<file path="src/rtl/sspc_pkg.sv">
`timescale 1ns / 1ps
`default_nettype none
// ----------------------------------------------------------------------------
// Sparse set unit package
// Shared widths, action and register codes, word types and the command and
// status groups between the controller and the datapath.
// ----------------------------------------------------------------------------
package sspc_pkg;

    // Default number of table entries
    localparam int MAX_CAPACITY_DEF = 64;

    // Field widths
    localparam int ACTION_W   = 3;
    localparam int ELEMENT_W  = 6;
    localparam int POSITION_W = 6;
    localparam int ANSWER_W   = 6;
    localparam int COUNT_W    = 7;
    localparam int CFG_DATA_W = 7;
    localparam int CFG_IDX_W  = 2;

    // Action codes
    localparam logic [ACTION_W-1:0] ACT_INSERT   = 3'd0;
    localparam logic [ACTION_W-1:0] ACT_REMOVE   = 3'd1;
    localparam logic [ACTION_W-1:0] ACT_AT_POS   = 3'd2;
    localparam logic [ACTION_W-1:0] ACT_POS_OF   = 3'd3;
    localparam logic [ACTION_W-1:0] ACT_MEMBER   = 3'd4;
    localparam logic [ACTION_W-1:0] ACT_CLEAR    = 3'd5;

    // Configuration register indexes
    localparam logic [CFG_IDX_W-1:0] CFG_CAPACITY = 2'd0;
    localparam logic [CFG_IDX_W-1:0] CFG_PIVOT    = 2'd1;

    // Reset values of the configuration registers
    localparam logic [CFG_DATA_W-1:0] CAPACITY_RST = 7'd64;
    localparam logic [CFG_DATA_W-1:0] PIVOT_RST    = 7'd0;

    typedef struct packed {
        logic [ACTION_W-1:0]   action;
        logic [ELEMENT_W-1:0]  element;
        logic [POSITION_W-1:0] position;
    } sspc_in_t;

    typedef struct packed {
        logic [ANSWER_W-1:0] answer;
        logic                found;
        logic                is_member;
        logic [COUNT_W-1:0]  member_count;
        logic [COUNT_W-1:0]  high_count;
    } sspc_out_t;

    // Controller to datapath
    typedef struct packed {
        logic latch;
        logic rd;
        logic eval;
        logic swap;
        logic clr_begin;
        logic clr_step;
        logic emit;
    } sspc_cmd_t;

    // Datapath to controller
    typedef struct packed {
        logic is_clear;
        logic do_update;
        logic clr_last;
        logic out_free;
    } sspc_sts_t;

endpackage
`default_nettype wire

</file>
<file path="src/rtl/sspc_ram.sv">
`timescale 1ns / 1ps
`default_nettype none
// ----------------------------------------------------------------------------
// Generic simple dual-port RAM
// One write port and one read port, read data registered.
// ----------------------------------------------------------------------------
module sspc_ram #(
    parameter int WIDTH = 6,
    parameter int DEPTH = 64
) (
    input  wire logic                     aclk,
    input  wire logic                     we,
    input  wire logic [$clog2(DEPTH)-1:0] waddr,
    input  wire logic [WIDTH-1:0]         wdata,
    input  wire logic                     re,
    input  wire logic [$clog2(DEPTH)-1:0] raddr,
    output logic      [WIDTH-1:0]         rdata
);

    logic [WIDTH-1:0] mem_reg [DEPTH];
    logic [WIDTH-1:0] rdata_reg;

    // Write port
    always_ff @(posedge aclk) begin
        if (we) begin
            mem_reg[waddr] <= wdata;
        end
    end

    // Registered read port
    always_ff @(posedge aclk) begin
        if (re) begin
            rdata_reg <= mem_reg[raddr];
        end
    end

    assign rdata = rdata_reg;

endmodule
`default_nettype wire

</file>
<file path="src/rtl/sspc_ctrl.sv">
`timescale 1ns / 1ps
`default_nettype none
// ----------------------------------------------------------------------------
// Sparse set controller
// Sequences the table sweep, the read, evaluate and swap steps of one word,
// and the hand-off of the result word.
// ----------------------------------------------------------------------------
module sspc_ctrl (
    input  wire logic                 aclk,
    input  wire logic                 aresetn,
    input  wire logic                 s_valid,
    output logic                      s_ready,
    input  wire sspc_pkg::sspc_sts_t  sts,
    output sspc_pkg::sspc_cmd_t       cmd
);
    import sspc_pkg::*;

    localparam logic [2:0] ST_BOOT  = 3'd0;
    localparam logic [2:0] ST_IDLE  = 3'd1;
    localparam logic [2:0] ST_READ  = 3'd2;
    localparam logic [2:0] ST_EVAL  = 3'd3;
    localparam logic [2:0] ST_SWAP  = 3'd4;
    localparam logic [2:0] ST_CLEAR = 3'd5;
    localparam logic [2:0] ST_DONE  = 3'd6;

    logic [2:0] state_reg;
    logic [2:0] state_next;

    // State register; reset starts the identity sweep
    always_ff @(posedge aclk) begin
        if (!aresetn) begin
            state_reg <= ST_BOOT;
        end else begin
            state_reg <= state_next;
        end
    end

    // Next state and commands
    always_comb begin
        state_next = state_reg;
        cmd        = '0;
        s_ready    = 1'b0;
        unique case (state_reg)
            ST_BOOT: begin
                cmd.clr_step = 1'b1;
                if (sts.clr_last) begin
                    state_next = ST_IDLE;
                end
            end
            ST_IDLE: begin
                s_ready = 1'b1;
                if (s_valid) begin
                    cmd.latch  = 1'b1;
                    state_next = ST_READ;
                end
            end
            ST_READ: begin
                cmd.rd = 1'b1;
                if (sts.is_clear) begin
                    cmd.clr_begin = 1'b1;
                    state_next    = ST_CLEAR;
                end else begin
                    state_next = ST_EVAL;
                end
            end
            ST_EVAL: begin
                cmd.eval   = 1'b1;
                state_next = sts.do_update ? ST_SWAP : ST_DONE;
            end
            ST_SWAP: begin
                cmd.swap   = 1'b1;
                state_next = ST_DONE;
            end
            ST_CLEAR: begin
                cmd.clr_step = 1'b1;
                if (sts.clr_last) begin
                    state_next = ST_DONE;
                end
            end
            ST_DONE: begin
                if (sts.out_free) begin
                    cmd.emit   = 1'b1;
                    state_next = ST_IDLE;
                end
            end
            default: begin
                state_next = ST_BOOT;
            end
        endcase
    end

endmodule
`default_nettype wire

</file>
<file path="src/rtl/sspc_dp.sv">
`timescale 1ns / 1ps
`default_nettype none
// ----------------------------------------------------------------------------
// Sparse set datapath
// Holds the configuration, the counters, the dense order and position
// tables, and the result word register.
// ----------------------------------------------------------------------------
module sspc_dp #(
    parameter int MAX_CAPACITY = sspc_pkg::MAX_CAPACITY_DEF
) (
    input  wire logic                                aclk,
    input  wire logic                                aresetn,
    input  wire sspc_pkg::sspc_cmd_t                 cmd,
    output sspc_pkg::sspc_sts_t                      sts,
    input  wire sspc_pkg::sspc_in_t                  s_data,
    input  wire logic                                cfg_valid,
    input  wire logic [sspc_pkg::CFG_IDX_W-1:0]      cfg_index,
    input  wire logic [sspc_pkg::CFG_DATA_W-1:0]     cfg_data,
    input  wire logic                                m_ready,
    output logic                                     m_valid,
    output sspc_pkg::sspc_out_t                      m_data
);
    import sspc_pkg::*;

    localparam int AW = $clog2(MAX_CAPACITY);
    localparam int CW = $clog2(MAX_CAPACITY + 1);

    sspc_in_t              in_reg;
    logic [CFG_DATA_W-1:0] cap_reg;
    logic [CFG_DATA_W-1:0] pivot_reg;
    logic [CW-1:0]         count_reg;
    logic [CW-1:0]         count_next;
    logic [CW-1:0]         above_reg;
    logic [CW-1:0]         above_next;
    logic [AW-1:0]         p_reg;
    logic [AW-1:0]         x_reg;
    logic [AW-1:0]         clr_idx_reg;
    logic [ANSWER_W-1:0]   answer_reg;
    logic [ANSWER_W-1:0]   answer_next;
    logic                  found_reg;
    logic                  found_next;
    logic                  member_reg;
    logic                  m_valid_reg;
    sspc_out_t             m_data_reg;

    logic          dense_we, pos_we;
    logic [AW-1:0] dense_waddr, dense_wdata, pos_waddr, pos_wdata;
    logic [AW-1:0] dense_raddr, pos_raddr;
    logic [AW-1:0] dense_rdata, pos_rdata;

    logic          elem_ok;
    logic          member_before;
    logic          is_ins;
    logic          ins_go;
    logic          rem_go;
    logic          elem_high;
    logic [AW-1:0] slot;
    logic [AW-1:0] elem_addr;

    // Decode the word under work
    always_comb begin
        elem_addr     = AW'(in_reg.element);
        elem_ok       = ({1'b0, in_reg.element} < cap_reg)
                        && (32'(in_reg.element) < 32'(MAX_CAPACITY));
        member_before = elem_ok && (32'(pos_rdata) < 32'(count_reg));
        is_ins        = in_reg.action == ACT_INSERT;
        ins_go        = is_ins && elem_ok && !member_before
                        && (32'(count_reg) < 32'(MAX_CAPACITY));
        rem_go        = (in_reg.action == ACT_REMOVE) && member_before;
        elem_high     = {1'b0, in_reg.element} >= pivot_reg;
        slot          = is_ins ? AW'(count_reg) : AW'(count_reg - 1'b1);
    end

    // Query answer for the word under work; zero when nothing is found
    always_comb begin
        answer_next = '0;
        found_next  = 1'b0;
        if (in_reg.action == ACT_AT_POS) begin
            if (32'(in_reg.position) < 32'(count_reg)) begin
                answer_next = ANSWER_W'(dense_rdata);
                found_next  = 1'b1;
            end
        end else if (in_reg.action == ACT_POS_OF) begin
            if (member_before) begin
                answer_next = ANSWER_W'(pos_rdata);
                found_next  = 1'b1;
            end
        end
    end

    // Status to the controller
    always_comb begin
        sts.is_clear  = in_reg.action == ACT_CLEAR;
        sts.do_update = ins_go || rem_go;
        sts.clr_last  = clr_idx_reg == AW'(MAX_CAPACITY - 1);
        sts.out_free  = !m_valid_reg || m_ready;
    end

    // Table reads: position of the element, and element at a dense slot
    assign pos_raddr   = elem_addr;
    assign dense_raddr = (in_reg.action == ACT_AT_POS) ? AW'(in_reg.position) : slot;

    // Table writes: identity sweep, first half of the swap, second half
    always_comb begin
        dense_we    = 1'b0;
        dense_waddr = clr_idx_reg;
        dense_wdata = clr_idx_reg;
        pos_we      = 1'b0;
        pos_waddr   = clr_idx_reg;
        pos_wdata   = clr_idx_reg;
        if (cmd.clr_step) begin
            dense_we = 1'b1;
            pos_we   = 1'b1;
        end else if (cmd.eval && (ins_go || rem_go)) begin
            dense_we    = 1'b1;
            dense_waddr = slot;
            dense_wdata = elem_addr;
            pos_we      = 1'b1;
            pos_waddr   = elem_addr;
            pos_wdata   = slot;
        end else if (cmd.swap) begin
            dense_we    = 1'b1;
            dense_waddr = p_reg;
            dense_wdata = x_reg;
            pos_we      = 1'b1;
            pos_waddr   = x_reg;
            pos_wdata   = p_reg;
        end
    end

    sspc_ram #(
        .WIDTH (AW),
        .DEPTH (MAX_CAPACITY)
    ) u_dense_ram (
        .aclk  (aclk),
        .we    (dense_we),
        .waddr (dense_waddr),
        .wdata (dense_wdata),
        .re    (cmd.rd),
        .raddr (dense_raddr),
        .rdata (dense_rdata)
    );

    sspc_ram #(
        .WIDTH (AW),
        .DEPTH (MAX_CAPACITY)
    ) u_pos_ram (
        .aclk  (aclk),
        .we    (pos_we),
        .waddr (pos_waddr),
        .wdata (pos_wdata),
        .re    (cmd.rd),
        .raddr (pos_raddr),
        .rdata (pos_rdata)
    );

    // Member and pivot counters, saturating as the set allows
    always_comb begin
        count_next = count_reg;
        above_next = above_reg;
        if (cmd.clr_begin) begin
            count_next = '0;
            above_next = '0;
        end else if (cmd.eval && ins_go) begin
            count_next = count_reg + 1'b1;
            if (elem_high && (32'(above_reg) < 32'(MAX_CAPACITY))) begin
                above_next = above_reg + 1'b1;
            end
        end else if (cmd.eval && rem_go) begin
            count_next = count_reg - 1'b1;
            if (elem_high && (above_reg != '0)) begin
                above_next = above_reg - 1'b1;
            end
        end
    end

    // Control registers
    always_ff @(posedge aclk) begin
        if (!aresetn) begin
            cap_reg     <= CAPACITY_RST;
            pivot_reg   <= PIVOT_RST;
            count_reg   <= '0;
            above_reg   <= '0;
            clr_idx_reg <= '0;
            m_valid_reg <= 1'b0;
        end else begin
            if (cfg_valid) begin
                unique case (cfg_index)
                    CFG_CAPACITY: cap_reg   <= cfg_data;
                    CFG_PIVOT:    pivot_reg <= cfg_data;
                    default: begin
                    end
                endcase
            end
            count_reg <= count_next;
            above_reg <= above_next;
            if (cmd.clr_step) begin
                clr_idx_reg <= sts.clr_last ? '0 : clr_idx_reg + 1'b1;
            end
            if (cmd.emit) begin
                m_valid_reg <= 1'b1;
            end else if (m_ready) begin
                m_valid_reg <= 1'b0;
            end
        end
    end

    // Payload registers: input word, swap operands, result fields
    always_ff @(posedge aclk) begin
        if (cmd.latch) begin
            in_reg <= s_data;
        end
        if (cmd.eval) begin
            p_reg      <= pos_rdata;
            x_reg      <= dense_rdata;
            answer_reg <= answer_next;
            found_reg  <= found_next;
            member_reg <= ins_go ? 1'b1 : (rem_go ? 1'b0 : member_before);
        end else if (cmd.clr_begin) begin
            answer_reg <= '0;
            found_reg  <= 1'b0;
            member_reg <= 1'b0;
        end
        if (cmd.emit) begin
            m_data_reg.answer       <= answer_reg;
            m_data_reg.found        <= found_reg;
            m_data_reg.is_member    <= member_reg;
            m_data_reg.member_count <= COUNT_W'(count_reg);
            m_data_reg.high_count   <= COUNT_W'(above_reg);
        end
    end

    assign m_valid = m_valid_reg;
    assign m_data  = m_data_reg;

endmodule
`default_nettype wire

</file>
<file path="src/rtl/sparse_set_with_pivot_count_unit.sv">
`timescale 1ns / 1ps
`default_nettype none
// ----------------------------------------------------------------------------
// Sparse set with pivot count
// Set of element numbers kept in a dense order table and a position table.
// ----------------------------------------------------------------------------
// Usage:
//  - s_valid/s_ready/s_data carry one request word: action, element,
//    position. m_valid/m_ready/m_data carry one result word per request.
//  - cfg_valid/cfg_ready/cfg_index/cfg_data write capacity (index 0) and
//    pivot (index 1); cfg_ready is always high. Write only while idle.
//  - Sequence: an accepted word is latched, then the tables are read and
//    the word is evaluated (a clear word sweeps the tables instead); an
//    insert or remove that changes the set adds a swap state for the second
//    half of the swap. The result word is registered once the output is free.
//  - A new word is taken only once the last result word is registered;
//    both tables have one write port, and a swap writes two entries in each.
//  - Clear sweeps all MAX_CAPACITY table entries, one per cycle.
//  - Reset: synchronous, active low. After reset the tables are swept to
//    identity with s_ready low; config writes are taken during the sweep.
//  - A stalled result word is held in the output register; the next request
//    is still accepted and worked up to the point where its result is due.
// ----------------------------------------------------------------------------
module sparse_set_with_pivot_count_unit #(
    parameter int MAX_CAPACITY = sspc_pkg::MAX_CAPACITY_DEF
) (
    input  wire logic                             aclk,
    input  wire logic                             aresetn,
    input  wire logic                             s_valid,
    output logic                                  s_ready,
    input  wire sspc_pkg::sspc_in_t               s_data,
    output logic                                  m_valid,
    input  wire logic                             m_ready,
    output sspc_pkg::sspc_out_t                   m_data,
    input  wire logic                             cfg_valid,
    output logic                                  cfg_ready,
    input  wire logic [sspc_pkg::CFG_IDX_W-1:0]   cfg_index,
    input  wire logic [sspc_pkg::CFG_DATA_W-1:0]  cfg_data
);
    import sspc_pkg::*;

    sspc_cmd_t cmd;
    sspc_sts_t sts;

    // Register writes never stall
    assign cfg_ready = 1'b1;

    sspc_ctrl u_ctrl (
        .aclk    (aclk),
        .aresetn (aresetn),
        .s_valid (s_valid),
        .s_ready (s_ready),
        .sts     (sts),
        .cmd     (cmd)
    );

    sspc_dp #(
        .MAX_CAPACITY (MAX_CAPACITY)
    ) u_dp (
        .aclk      (aclk),
        .aresetn   (aresetn),
        .cmd       (cmd),
        .sts       (sts),
        .s_data    (s_data),
        .cfg_valid (cfg_valid && cfg_ready),
        .cfg_index (cfg_index),
        .cfg_data  (cfg_data),
        .m_ready   (m_ready),
        .m_valid   (m_valid),
        .m_data    (m_data)
    );

endmodule
`default_nettype wire

</file>
<file path="config.mk">
export PLATFORM = sky130hd
export DESIGN_NAME = sparse_set_with_pivot_count_unit
export DESIGN_NICKNAME = d
export VERILOG_FILES = /design/src/rtl/sspc_pkg.sv /design/src/rtl/sspc_ram.sv /design/src/rtl/sspc_ctrl.sv /design/src/rtl/sspc_dp.sv /design/src/rtl/sparse_set_with_pivot_count_unit.sv
export SDC_FILE = /design/constraint.sdc
export NUM_CORES = 1
export LEC_CHECK = 0
export BUFFER_PORTS_ARGS = -buffer_cell sky130_fd_sc_hd__clkbuf_2
export CAP_MARGIN = 20
export CORE_UTILIZATION = 65
export CTS_BUF_LIST = sky130_fd_sc_hd__clkbuf_8
export DETAILED_ROUTE_END_ITERATION = 8
export MAX_ROUTING_LAYER = met4
export PLACE_DENSITY = 0.82
export SETUP_SLACK_MARGIN = 0.05
export SYNTH_ARGS = -nofsm -noshare
export SYNTH_HDL_FRONTEND = slang
export SYNTH_SLANG_ARGS = --single-unit
</file>
<file path="constraint.sdc">
create_clock -name aclk -period 5.8 [get_ports aclk]
set_input_delay 0 -clock aclk [delete_from_list [all_inputs] [get_ports aclk]]
set_output_delay 0 -clock aclk [all_outputs]
set_load 0.005 [all_outputs]
</file>
==> results of run 1 <==
[routing by layer]
| layer | vias up | wire (microns) | global-route usage |
|---|---|---|---|
| li1 | 9258 | - | - |
| met1 | 10919 | 31400 | 0.433 |
| met2 | 1817 | 42700 | 0.521 |
| met3 | 349 | 10100 | 0.0664 |
| met4 | 0 | 4970 | 0.180 |
| met5 | - | 0 | - |
[final timing paths]
path                     startpoint                             to  slack (ps)  depth (start not counted)
hold reg to reg     u_dp.member_reg                u_dp.m_data[14]         420                          0
hold / removal          cfg_data[2]              u_dp.pivot_reg[2]          50                          4
setup reg to reg  u_dp.elem_addr[4]  u_dp.u_pos_ram.mem_reg[26][4]         880                          9
setup / recovery  u_dp.elem_addr[4]  u_dp.u_pos_ram.mem_reg[26][4]         880                          9
[logic make-up after synthesis]
group	Yosys count	share of synthesized area
muxes	150	0.0864
buffers and inverters	160	0.0183
AOI/OAI and AO/OA	187	0.0369
DFF	875	0.727
and+or+nand+nor	924	0.116
adders and majority gates	33	0.0117
other	1	0.000105
xor gates and xnor gates	18	0.00442
[metrics by stage]
stage                     power [W]  cell area (sq um)  hold slack (ps)  std cells
after CTS                    0.0119              39500             11.8       3281
final                        0.0119              39500             45.7       3285
after global placement      0.00731              36600              182       3001
after global routing         0.0122              39500             70.1       3285
after floorplan             0.00720              35600             98.9       2348
after detailed placement    0.00731              36600              181       3001
[final cells by class]
type                    count  area share
repair buffers            139      0.0278
multi-input cells        1313       0.232
diodes                      1   0.0000633
clock buffers             134      0.0467
well taps                 696      0.0220
clock inverters            95      0.0132
inverters                  32     0.00310
flip-flops and latches    875       0.655
[timing repair]
action	CTS	global route
hold buffers	51	0
resized for setup	0	0
endpoints found under the hold margin	64	0
[power by group]
part / leakage [nW] / internal (W) / total, W / switching [W]
combinational: 4.35 / 0.0000659 / 0.000261 / 0.000195
clock: 1.36 / 0.00227 / 0.00468 / 0.00241
sequential: 7.67 / 0.00694 / 0.00696 / 0.0000188
[cells in the final DEF (no fill, tap or decap), types with 9 or more instances in the layout]
master         netlist  routed
clkinv_1             0      22
buf_4                4      31
clkbuf_8             0     134
and3_1              35      35
nand3_1            192     192
ha_1                30      30
nand2_1            414     413
a22oi_1             18      18
a31oi_1             44      44
o21ai_0             17      16
mux4_2             126     126
inv_1               28      58
nor2_2               8       9
dfxtp_1             38      38
nor3_1              20      17
mux2i_1             22      22
dlygate4sd3_1        0      51
and2_1              13      13
clkbuf_2             0      52
edfxtp_1           837     837
a21oi_1             40      40
nor2b_1             20      20
a21o_1              11      11
xnor2_1             14      14
nor2_1             161     160
clkinv_2             0      19
nand4_1             28      28
inv_2                3      10
[synth_stat cells (4+ instances only)]
cell type | number | area (sq um)
a211oi_1 | 4 | 30.0
a21boi_0 | 4 | 30.0
a21o_1 | 11 | 82.6
a21oi_1 | 40 | 200
a221oi_1 | 4 | 35.0
a221oi_2 | 6 | 90.1
a22oi_1 | 18 | 135
a311oi_1 | 6 | 52.6
a31oi_1 | 44 | 275
a32oi_1 | 4 | 35.0
and2_1 | 13 | 81.3
and3_1 | 35 | 219
buf_1 | 9 | 33.8
buf_2 | 22 | 110
buf_4 | 4 | 30.0
clkbuf_1 | 92 | 345
dfxtp_1 | 38 | 761
edfxtp_1 | 837 | 25100
ha_1 | 30 | 375
inv_1 | 28 | 105
mux2i_1 | 22 | 220
mux4_2 | 126 | 2840
nand2_1 | 414 | 1550
nand2b_1 | 7 | 43.8
nand3_1 | 192 | 961
nand4_1 | 28 | 175
nor2_1 | 161 | 604
nor2_2 | 8 | 50.1
nor2b_1 | 20 | 125
nor3_1 | 20 | 100
o21ai_0 | 17 | 85.1
o22ai_1 | 7 | 43.8
or3_1 | 6 | 37.5
xnor2_1 | 14 | 123
xor2_1 | 4 | 35.0
[critical path, cell delays in order, from the launching register on]
cell,delay [ps]
edfxtp_1,630
ha_1,430
nand4b_1,110
o32a_1,430
and3_1,360
inv_4,280
nand2_4,160
a221oi_1,830
nand3_1,700
nor2_1,630
==> summary.md, run 1 <==
| Metric | Value |
|---|---|
| Final period util | 0.848 |
| Max frequency | 0.203 GHz |
| Post-CTS setup buffers | 0 |
| Antenna Violating Nets Remaining | 0 |
| Routed WL | 89.2 mm |
| MaxCap Viol Count | 0 |
| Placer Congestion | 0.940 |
| Status | finished, final reports clean |
| Final core occ | 0.731 |
| Clk_lat worst skew | 820 ps |
| Io pins | 54 |
| Die ar. | 55800 sq um |
| DR vias/cell | roughly 6.8 |
| WL per Instance | 27.1 microns |
| CP Max Fanout | 20 |
| HPWL Detailed | 52.1 mm |
| Register area | 25900 sq um |
| Final Hold Viols | 0 |
| Post-synth cell types | 67 |
| CTS tree | done |
| CTS clock-pin slew for the worst setup and hold paths | 60 ps |
| Crit Path Class | reg -> reg |
| Initial DRC Count | 3511 |
| Core box area | 54000 sq um |
| Clk sinks | around 880 |
| Synth warn | 0 |
| Dpl ws | 1030 ps |
| Final max-slew violation count | 0 |
| First drt pass iteration count | 8 |
| Rel. slew slack | 0.254 |
| Crit end category | flip-flop |
| Clock buffer depth | 3 |
| RSZ-0062 raised after global routing | no |
| Area of the multi-input gates | 9160 sq um |
| Seq cells post-synth | roughly 880 |
| Hold Path Class | in -> reg |
| Peak VDD IR | 0.000247 V |
| # setup viols final | 0 |
| # DRC | 0 |
| Pin count of the biggest net entering global routing | 130 |
| Die X | 236 microns |
| Initial Util | 0.660 |
| Port Buffers | 52 |
| Global-route usage over all layers | 0.339 |
| Pwr/cell area | 301 nW/um^2 |
| Clock skew | between 30 and 40 ps |
| Via count | ~22000 |
| Total gr overflow | 0 |
| Tmin final | slightly below 5000 ps |
| Vias in the first global route | 21893 |
| LEAKAGE | 13.4 nW |
| Total CTS buffers | 133 |
| Post-Syn Instances | 2348 |
| First-pass GRT wire length | 134 mm |
| Worst Path Required | 6230 ps |
| Avg Synthesized Cell Area | 15.2 sq um |
| Initial antenna violation count | 1 |
| Root buf cell | clkbuf_8 |
| CTS H-tree lvls | 4 |
| Layout cell share with drive strength beyond 1 | 0.165 |
| Crit path launch type | flip-flop |
| Seq/Total Area, Yosys | 0.727 |
| Mapped Nets | 2408 |
| Rows | 85 |
| FFs w/ async S/R, synth | 0 |
| Die Span Y | about 240 microns |
| Slew of the pin with the lowest slew margin | 1120 ps |
| Syn-to-layout area delta | 10.9% |
| Main synth FF type | edfxtp_1 |
| Fillers | 3047 |
| CP arrival | between 5000 and 6000 ps |
| PnR worst setup slack | 881 ps |
| Nets@finish | about 2600 |
| Number of synthesized flops with an enable pin | around 840 |
| Setup TNS Final | 0 ps |
| Cell Area, Synth | 35600 sq um |
(Power assumes the default switching activity.)
==> run 2, diff against run 1 <==
--- a/config.mk
+++ b/config.mk
@@ -7,11 +7,11 @@
 export LEC_CHECK = 0
 export BUFFER_PORTS_ARGS = -buffer_cell sky130_fd_sc_hd__clkbuf_2
 export CAP_MARGIN = 20
-export CORE_UTILIZATION = 65
+export CORE_UTILIZATION = 59
 export CTS_BUF_LIST = sky130_fd_sc_hd__clkbuf_8
 export DETAILED_ROUTE_END_ITERATION = 8
 export MAX_ROUTING_LAYER = met4
-export PLACE_DENSITY = 0.82
+export PLACE_DENSITY = 0.78
 export SETUP_SLACK_MARGIN = 0.05
 export SYNTH_ARGS = -nofsm -noshare
 export SYNTH_HDL_FRONTEND = slang
==> constraint.sdc (replaced) <==
create_clock -name aclk -period 4.1 [get_ports aclk]
set_input_delay 0 -clock aclk [delete_from_list [all_inputs] [get_ports aclk]]
set_output_delay 0 -clock aclk [all_outputs]
set_load 0.005 [all_outputs]
==> run 2 against run 1 <==
Net effect:
- the flow now finishes with violations (DRC)
- fmax up 24%
- count of clock-buffer cells in the layout grew 5
- setup slack worse by 760 ps
- die area increased by 10%
- largest power group unchanged
==> summary.md, run 2 (same netlist as run 1, synthesis figures left out) <==
| Metric | Value |
|---|---|
| Hold Slack | 86.1 ps |
| Die ar. | between 60000 and 70000 sq um |
| Global-route usage over all layers | 0.303 |
| Clk pwr share | 0.391 |
| Slew of the pin with the lowest slew margin | 1080 ps |
| Commonest non-fill, non-tap cell in the layout | edfxtp_1 |
| Reg-to-reg setup timing slack | about 120 ps |
| Fillers | 3665 |
| CP Max Fanout | 10 |
| Clock skew | ~68 ps |
| Final Hold Viols | 0 |
| LEAKAGE | 13.8 nW |
| Dpl ws | -65.0 ps |
| CTS tree | done |
| Syn-to-layout area delta | 13.9% |
| WHS Path Cells | 4 |
| WHS Endpoint | u_dp.pivot_reg[2] |
| # DRC | 8 |
| First drt pass iteration count | 8 |
| R2R Path End | u_dp.u_pos_ram.mem_reg[0][5] |
| Crit end category | flip-flop |
| Routed WL | 87.7 mm |
| Internal Power | 0.0132 W |
| Crit path launch type | flip-flop |
| Tmin final | about 4000 ps |
| Post-CTS setup buffers | 0 |
| Initial antenna violation count | 2 |
| CP arrival | 4400 ps |
| Total power | 0.0168 W |
| Root buf cell | clkbuf_8 |
| Die Span Y | 248 microns |
| CTS clock-pin slew for the worst setup and hold paths | 60 ps |
| RSZ-0062 raised after global routing | yes |
| Switching Fraction | 0.217 |
| Final max-slew violation count | 0 |
| Clk sinks | 875 |
| Clk_lat worst skew | 810 ps |
| CTS H-tree lvls | 4 |
| Hold Path Class | in -> reg |
| Final period util | 0.971 |
| Io pins | 54 |
| Failing checks | DRC |
| Placer Congestion | 0.949 |
| Rows | between 80 and 90 |
| Combinational share of power | 0.023 |
| Clock buffer depth | 3 |
| HPWL Detailed | 54.0 mm |
| R2R cell count | 10 |
| Pwr/cell area | 414 nW/um^2 |
| Nets@finish | approximately 2700 |
| Peak VDD IR | between 0.0003 and 0.0004 V |
| Total CTS buffers | 137 |
| PnR worst setup slack | 119 ps |
| Total gr overflow | 0 |
| Worst hold path startpoint | cfg_data[2] |
| Vias in the first global route | 22497 |
| Port Buffers | 52 |
| First-pass GRT wire length | 132 mm |
| Setup TNS Final | 0 ps |
| Final core occ | 0.684 |
| Max frequency | 0.251 GHz |
| Initial Util | 0.600 |
| MaxCap Viol Count | 0 |
| Worst Path Required | 4520 ps |
| Reg power frac | 0.586 |
| Layout cell share with drive strength beyond 1 | 0.214 |
| Crit Path Class | reg -> reg |
| Initial DRC Count | 2652 |
| Pin count of the biggest net entering global routing | 100 |
| WL per Instance | around 25 microns |
| # setup viols final | 0 |
| Highest-count cells in the layout ignoring fill and taps | edfxtp_1, nand2_1, nand3_1 |
| Psw | between 0.003 and 0.004 W |
| FF-to-FF Start | u_dp.elem_addr[4] |
| Via count | 22144 |
| Core box area | 59400 sq um |
| DR vias/cell | between 6 and 7 |
| Die X | 248 microns |
| Status | finished, violations left |
| Rel. slew slack | 0.278 |
| Antenna Violating Nets Remaining | 0 |
==> run 2: cell types whose count changed in the layout (fill, tap and decap cells not counted), moves of 8 or more <==
cell	previous run	this run
nand3_1	192	184
nand3_2	0	8
buf_4	31	118
nor2_1	160	103
nor2_2	9	66
inv_1	58	68
clkinvlp_4	4	12
clkinv_2	19	10
==> run 2: cell type report <==
class	count	area [sq um]	share of cell area
Sequential cell	875	25900	0.638
Antenna cell	3	7.51	0.000185
Inverter	32	149	0.00367
Clock buffer	139	1910	0.0471
Clock inverter	94	465	0.0115
Timing Repair Buffer	232	1800	0.0444
Multi-Input combinational cell	1313	9400	0.231
Tap cell	773	967	0.0238
==> run 2: worst max path at each step <==
| stage | start | end | slack (ps) | cells past startpoint |
|---|---|---|---|---|
| 4_1_cts | u_dp.elem_addr[4] | u_dp.u_dense_ram.mem_reg[3][3] | -50 | 10 |
| 3_5_place_dp | u_dp.elem_addr[4] | u_dp.u_dense_ram.mem_reg[32][3] | -60 | 10 |
| 3_3_place_gp | u_dp.elem_addr[4] | u_dp.u_dense_ram.mem_reg[53][4] | 60 | 10 |
| 5_1_grt | u_dp.count_reg[5] | u_dp.u_pos_ram.mem_reg[54][2] | -70 | 11 |
| 2_1_floorplan | u_dp.count_reg[2] | u_dp.u_pos_ram.mem_reg[28][0] | 100 | 13 |
| 6_report | u_dp.elem_addr[4] | u_dp.u_pos_ram.mem_reg[0][5] | 120 | 10 |
==> run 2: stage by stage <==
step,instance area (sq um),instances
2_1_floorplan,35700,2348
3_5_place_dp,37400,3166
5_1_grt,40600,3460
3_3_place_gp,37400,3166
6_report,40600,3461
4_1_cts,40400,3457
==> run 2: routing by layer <==
metal	global-route usage	wire length, microns	vias up	part of all wire
met5	-	0	-	0
met1	0.372	31900	10947	0.36
met4	0.157	4030	0	0.046
met2	0.472	42900	1464	0.49
met3	0.0704	8920	275	0.10
li1	-	-	9458	-
==> run 2: power groups by stage <==
stage | Clock (W) | Combinational (W) | Sequential (W)
2_1_floorplan | 0 | 0.000162 | 0.0100
3_3_place_gp | 0 | 0.000319 | 0.0100
3_5_place_dp | 0 | 0.000329 | 0.0100
4_1_cts | 0.00661 | 0.000374 | 0.00984
5_1_grt | 0.00700 | 0.000412 | 0.00984
6_report | 0.00657 | 0.000391 | 0.00985
==> run 2: worst max-delay path, stage by stage, from the launching register on <==
cell      delay (ps)
edfxtp_1         390
ha_1             330
nand4b_1         120
o32a_1           460
and3_2           300
inv_4            120
nand2_4          110
a221oi_2         670
inv_2            150
or3_1            540
nor2_2           410
==> run 2: what timing repair did <==
action / 4_1_cts / 5_1_grt
setup endpoints to repair: 173 / 621
endpoints found under the hold margin: 72 / 0
resized for setup: 10 / 61
hold buffers: 58 / 0
